==> src/hw/rtl/sfd_pkg.sv <==
// Package of the source rate flood detector: payload structs, codes, cell control.
// No dependencies; imported by every module of the block.
`timescale 1ns / 1ps

package sfd_pkg;

    localparam int unsigned IP_W  = 32;
    localparam int unsigned CNT_W = 32;

    localparam logic MODE_PACKET = 1'b0;
    localparam logic MODE_TICK   = 1'b1;

    localparam logic KIND_FLAG = 1'b0;
    localparam logic KIND_DROP = 1'b1;

    localparam logic [CNT_W-1:0] THRESH_RESET = CNT_W'(100);

    typedef struct packed {
        logic            mode;
        logic [IP_W-1:0] source_ip;
    } in_t;

    typedef struct packed {
        logic             kind;
        logic [IP_W-1:0]  flagged_ip;
        logic [CNT_W-1:0] hit_total;
        logic             last;
    } out_t;

    // Control broadcast from the sequencer to every cell.
    typedef struct packed {
        logic cmp_en;   // compare the incoming address and register the match
        logic upd;      // apply the registered match: count up or allocate
        logic any_hit;  // some cell matched, so no cell allocates
        logic shift;    // every cell takes its upper neighbor's contents
    } cell_ctl_t;

    typedef enum logic [1:0] {
        ST_IDLE,
        ST_UPDATE,
        ST_SCAN,
        ST_FLUSH
    } state_t;

endpackage

==> src/hw/rtl/sfd_cell.sv <==
// One slot of the source table: stored address, window count and match flag.
// Depends on sfd_pkg.
`timescale 1ns / 1ps

module sfd_cell (
    input  logic                            aclk,
    input  sfd_pkg::cell_ctl_t              ctl,
    input  logic                            occupied,
    input  logic                            alloc_slot,
    input  logic [sfd_pkg::IP_W-1:0]        cmp_ip,
    input  logic [sfd_pkg::IP_W-1:0]        new_ip,
    input  logic [sfd_pkg::IP_W-1:0]        nbr_ip,
    input  logic [sfd_pkg::CNT_W-1:0]       nbr_cnt,
    output logic [sfd_pkg::IP_W-1:0]        ip,
    output logic [sfd_pkg::CNT_W-1:0]       cnt,
    output logic                            hit
);
    import sfd_pkg::*;

    logic [IP_W-1:0]  ip_reg;
    logic [CNT_W-1:0] cnt_reg;
    logic             hit_reg;

    always_ff @(posedge aclk) begin
        if (ctl.cmp_en) begin
            hit_reg <= occupied && (ip_reg == cmp_ip);
        end
        if (ctl.shift) begin
            ip_reg  <= nbr_ip;
            cnt_reg <= nbr_cnt;
        end else if (ctl.upd) begin
            if (hit_reg) begin
                // The count saturates at its maximum.
                if (cnt_reg != {CNT_W{1'b1}}) begin
                    cnt_reg <= cnt_reg + CNT_W'(1);
                end
            end else if (!ctl.any_hit && alloc_slot) begin
                ip_reg  <= new_ip;
                cnt_reg <= CNT_W'(1);
            end
        end
    end

    assign ip  = ip_reg;
    assign cnt = cnt_reg;
    assign hit = hit_reg;

endmodule

==> config.mk <==
export PLATFORM = sky130hd
export DESIGN_NAME = sfd_cell
export DESIGN_NICKNAME = d
export VERILOG_FILES = /design/src/hw/rtl/sfd_pkg.sv /design/src/hw/rtl/sfd_cell.sv
export SDC_FILE = /design/constraint.sdc
export NUM_CORES = 1
export LEC_CHECK = 0
export ABC_AREA = 1
export BUFFER_PORTS_ARGS = -buffer_cell sky130_fd_sc_hd__buf_4
export CORE_ASPECT_RATIO = 0.9
export CORE_MARGIN = 2
export CORE_UTILIZATION = 52
export CTS_BUF_LIST = sky130_fd_sc_hd__clkbuf_4 sky130_fd_sc_hd__clkbuf_8
export DETAILED_ROUTE_END_ITERATION = 7
export PLACE_DENSITY = 0.88
export REMOVE_ABC_BUFFERS = 1
export SYNTH_ARGS = -nofsm -noshare
export SYNTH_HDL_FRONTEND = slang
export SYNTH_SLANG_ARGS = --single-unit
==> constraint.sdc <==
create_clock -name aclk -period 4.5 [get_ports aclk]
set_input_delay 0.45 -clock aclk [delete_from_list [all_inputs] [get_ports aclk]]
set_output_delay 0.45 -clock aclk [all_outputs]
set_load 0.05 [all_outputs]
==> out/results.md <==
| Quantity | Value | Unit |
|:---|:---|:---|
| Outcome | finished, final reports clean | - |
| Path depth of the worst reg2reg path | 8 | - |
| Critical Path Sink Type | register | - |
| GRT Util Overall | 0.309 | - |
| Detail Route met2 WL | 6.90 | mm |
| Count of cells along the worst hold path | 1 | - |
| Fillers | 577 | - |
| Router iterations before antenna repair | 5 | - |
| Routability congestion estimate from global placement | 1.00 | - |
| Initial antenna violation count | 0 | - |
| Leakage component of the power | 2.96 | nW |
| Number of buffers added for setup after CTS | 0 | - |
| Worst Path Arrival | 2.55 | ns |
| Gate count of the mapped netlist | 599 | - |
| Post-synthesis average cell area | 7.05 | sq um |
| Wire length of the first global-routing pass | 21.3 | mm |
| Fraction of the yosys area taken by sequential cells | 0.462 | - |
| Cell types with the highest counts after synthesis | nand2_1, nor2_1, edfxtp_1 | - |
| Setup repair after global routing missed its margin | no | - |
| Main flop type after synthesis | edfxtp_1 | - |
| Width of the die | 99.0 | microns |
| Total I/O pin count | 200 | - |
| Area of all placed cells without fillers | 0.00603 | sq mm |
| Total number of yosys warnings | 0 | - |
| Highest achievable clock rate | 0.386 | GHz |
| Critical path's largest stage delay | 0.94 | ns |
| Met3 wirelength from detailed routing | 1.24 | mm |
| Area occupied by registers | 0.00195 | sq mm |
| Power density of the placed cells | 307 | mW/mm^2 |
| MaxCap Viol Count | 0 | - |
| Synth async-reset ratio | 0 | - |
| Critical Path, Cell by Cell | ha_1 > nand2_2 > nor2_2 > nand2_2 > nor2_1 > nand3_1 > nand2_1 > inv_1 | - |
| Number of slew-limit violations in the final report | 0 | - |
| Maximum count of clock buffers along a single path | 2 | - |
| Portion of synthesized cell area occupied by the leading cell type | 0.462 | - |
| Standard-cell row count | 31 | - |
| Floorplan core area | 0.00795 | sq mm |
| Standard cell with the maximum stage delay on the critical path | inv_1 | - |
| Top cell by count, worst path | nand2_2 | - |
| Detailed placer's ending HPWL | 10.6 | mm |
| Number of hold violations in the final report | 0 | - |
| DRT iter0 DRCs | 385 | - |
| DR vias | 4754 | - |
| Num CTS Buffers | 9 | - |
| Area of combinational cells with multiple inputs | 0.00197 | sq mm |
| Overflow left after global routing | 0 | - |
| EDFF count, synth | 65 | - |
| Routed Wire Length | 13.8 | mm |
| Leading area contributor after synthesis | edfxtp_1 | - |
| Worst-case clock skew | 0.00629 | ns |
| Maximum number of pins on one net before global-route repair | 65 | - |
| Clock-pin slew on the worst setup and hold paths | 0.07 | ns |
| Setup CP Type | register to register | - |
| Area growth from synthesis to layout | 42.8 | % |
| Required time at the endpoint of the critical path | 4.46 | ns |
| Clk root buf | clkbuf_8 | - |
| Worst min-delay path category | input pin to register | - |
| Minimum setup slack among reg-to-reg paths | 1.91 | ns |
| Synthesis-stage register bit count | 65 | - |
| Full die area | 0.00885 | sq mm |
| Share of the clock period used by the worst path after layout | 0.576 | - |
| Largest cells by area after synthesis | edfxtp_1, nand2_1, nor2_1 | - |
| Worst Tran Pin Value | 1.33 | ns |
| Wire length on met1 | 5.27 | mm |
| Delay-heaviest family, CP | buffers and inverters | - |
| # H-tree levels | 3 | - |
| Cts-stage hold buffer count | 0 | - |
| Post-Place Cell Area | 0.00581 | sq mm |
| Number of vias per cell | 5.26 | - |
| Cell with the most instances after synthesis | nand2_1 | - |
| Worst vdd ir | 212 | uV |
| Total negative slack for setup checks | 0 | ns |
| Fin nets | 935 | - |
| Area of the mapped netlist | 0.00422 | sq mm |
| Maximum fanout encountered on the critical timing path | 32 | - |
| Mean routed wirelength per cell | 15.3 | microns |
| Residual antenna-violating net count after detailed routing | 0 | - |
| TritonCTS clock tree | built | - |
| Port Buf Inserts | 199 | - |
| Period minus WS final | 2.59 | ns |
| Initial standard-cell utilization of the core | 0.531 | - |
| Count of different cell masters after synthesis | 28 | - |
| Number of global-route vias before repair | 4383 | - |
| Clock network latency to the later pin of the worst-skew pair | 0.35 | ns |
| Critical Path Stages | 8 | - |
| Sinks on the clock net | 65 | - |
| Floorplan die height | 89.5 | microns |
| Final-report setup violation count | 0 | - |
| Worst path bufs/invs | 1 | - |
| Type of origin of the critical path | register | - |
| Drt drc | 0 | - |
| Uppermost metal layer occupied by signal nets | met4 | - |
| Share of layout cells above drive strength 1 | 0.294 | - |
| Inserted Diodes | 0 | - |
| Post-CTS Resized | 0 | - |
| Tightest slew margin relative to the limit | 0.110 | - |
## power breakdown
part / switching [mW] / internal [mW] / total (mW)
sequential: 0.0538 / 0.731 / 0.785
clock: 0.235 / 0.324 / 0.558
combinational: 0.323 / 0.185 / 0.507
## placed cells by master (no fill, tap or decap)
cell type,n
a21oi_1,5
a22o_1,2
a31oi_1,1
buf_4,202
bufinv_16,2
clkbuf_4,2
clkbuf_8,9
clkinv_1,1
clkinv_4,1
clkinvlp_4,1
edfxtp_1,65
ha_1,1
inv_1,64
inv_2,1
nand2_1,274
nand2_2,3
nand3_1,35
nand3_2,1
nand3b_1,1
nand4_1,2
nor2_1,68
nor2_2,7
nor2_4,4
nor3_1,3
o21a_1,1
o21ai_0,29
o21ai_1,3
o22ai_1,1
or2_2,3
xnor2_1,3
xor2_1,9
## worst paths after layout
| kind | start | to |
|---|---|---|
| max reg2reg | cnt[0] | cnt[19] |
| max | cnt[0] | cnt[19] |
| min reg2reg | cnt[0] | cnt[0] |
| min | ctl[3] | hit |
## final cells by class
cell class / instances / area share
Timing Repair Buffer: 202 / 0.252
Multi-Input combinational cell: 456 / 0.327
Inverter: 65 / 0.0405
Tap cell: 99 / 0.0206
Sequential cell: 65 / 0.324
Clock inverter: 5 / 0.0133
Clock buffer: 11 / 0.0230
## worst register-to-register path, delay by kind of cell, from the launching register on
kind / cells / cell delay, ns
buf+inv: 1 / 0.94
simple gates: 6 / 0.54
flops: 1 / 0.46
fa+ha+maj: 1 / 0.26
## stage by stage
step / hold slack (ns) / util / setup WS [ns] / std cells / total power, mW
6_report: 0.292 / 0.758 / 1.91 / 903 / 1.85
4_1_cts: 0.287 / 0.758 / 1.90 / 903 / 1.85
2_1_floorplan: 0.562 / - / 1.50 / 586 / 1.07
3_3_place_gp: 0.638 / 0.730 / 1.88 / 887 / 1.29
5_1_grt: 0.284 / 0.758 / 1.73 / 903 / 1.91
3_5_place_dp: 0.648 / 0.730 / 1.81 / 887 / 1.30
## routing by layer
layer	vias to the layer above	track usage
li1	2284	-
met1	2171	0.389
met2	258	0.548
met3	41	0.0618
met4	0	0.0897
met5	-	0
## logic make-up after synthesis
| kind of cell | after synthesis | synth area share |
|---|---|---|
| and+or+nand+nor | 401 | 0.386 |
| buffers and inverters | 78 | 0.0712 |
| DFF | 65 | 0.462 |
| AOI/OAI and AO/OA | 42 | 0.0528 |
| xor gates and xnor gates | 12 | 0.0249 |
| adders and majority gates | 1 | 0.00296 |
(Power assumes the default switching activity.)
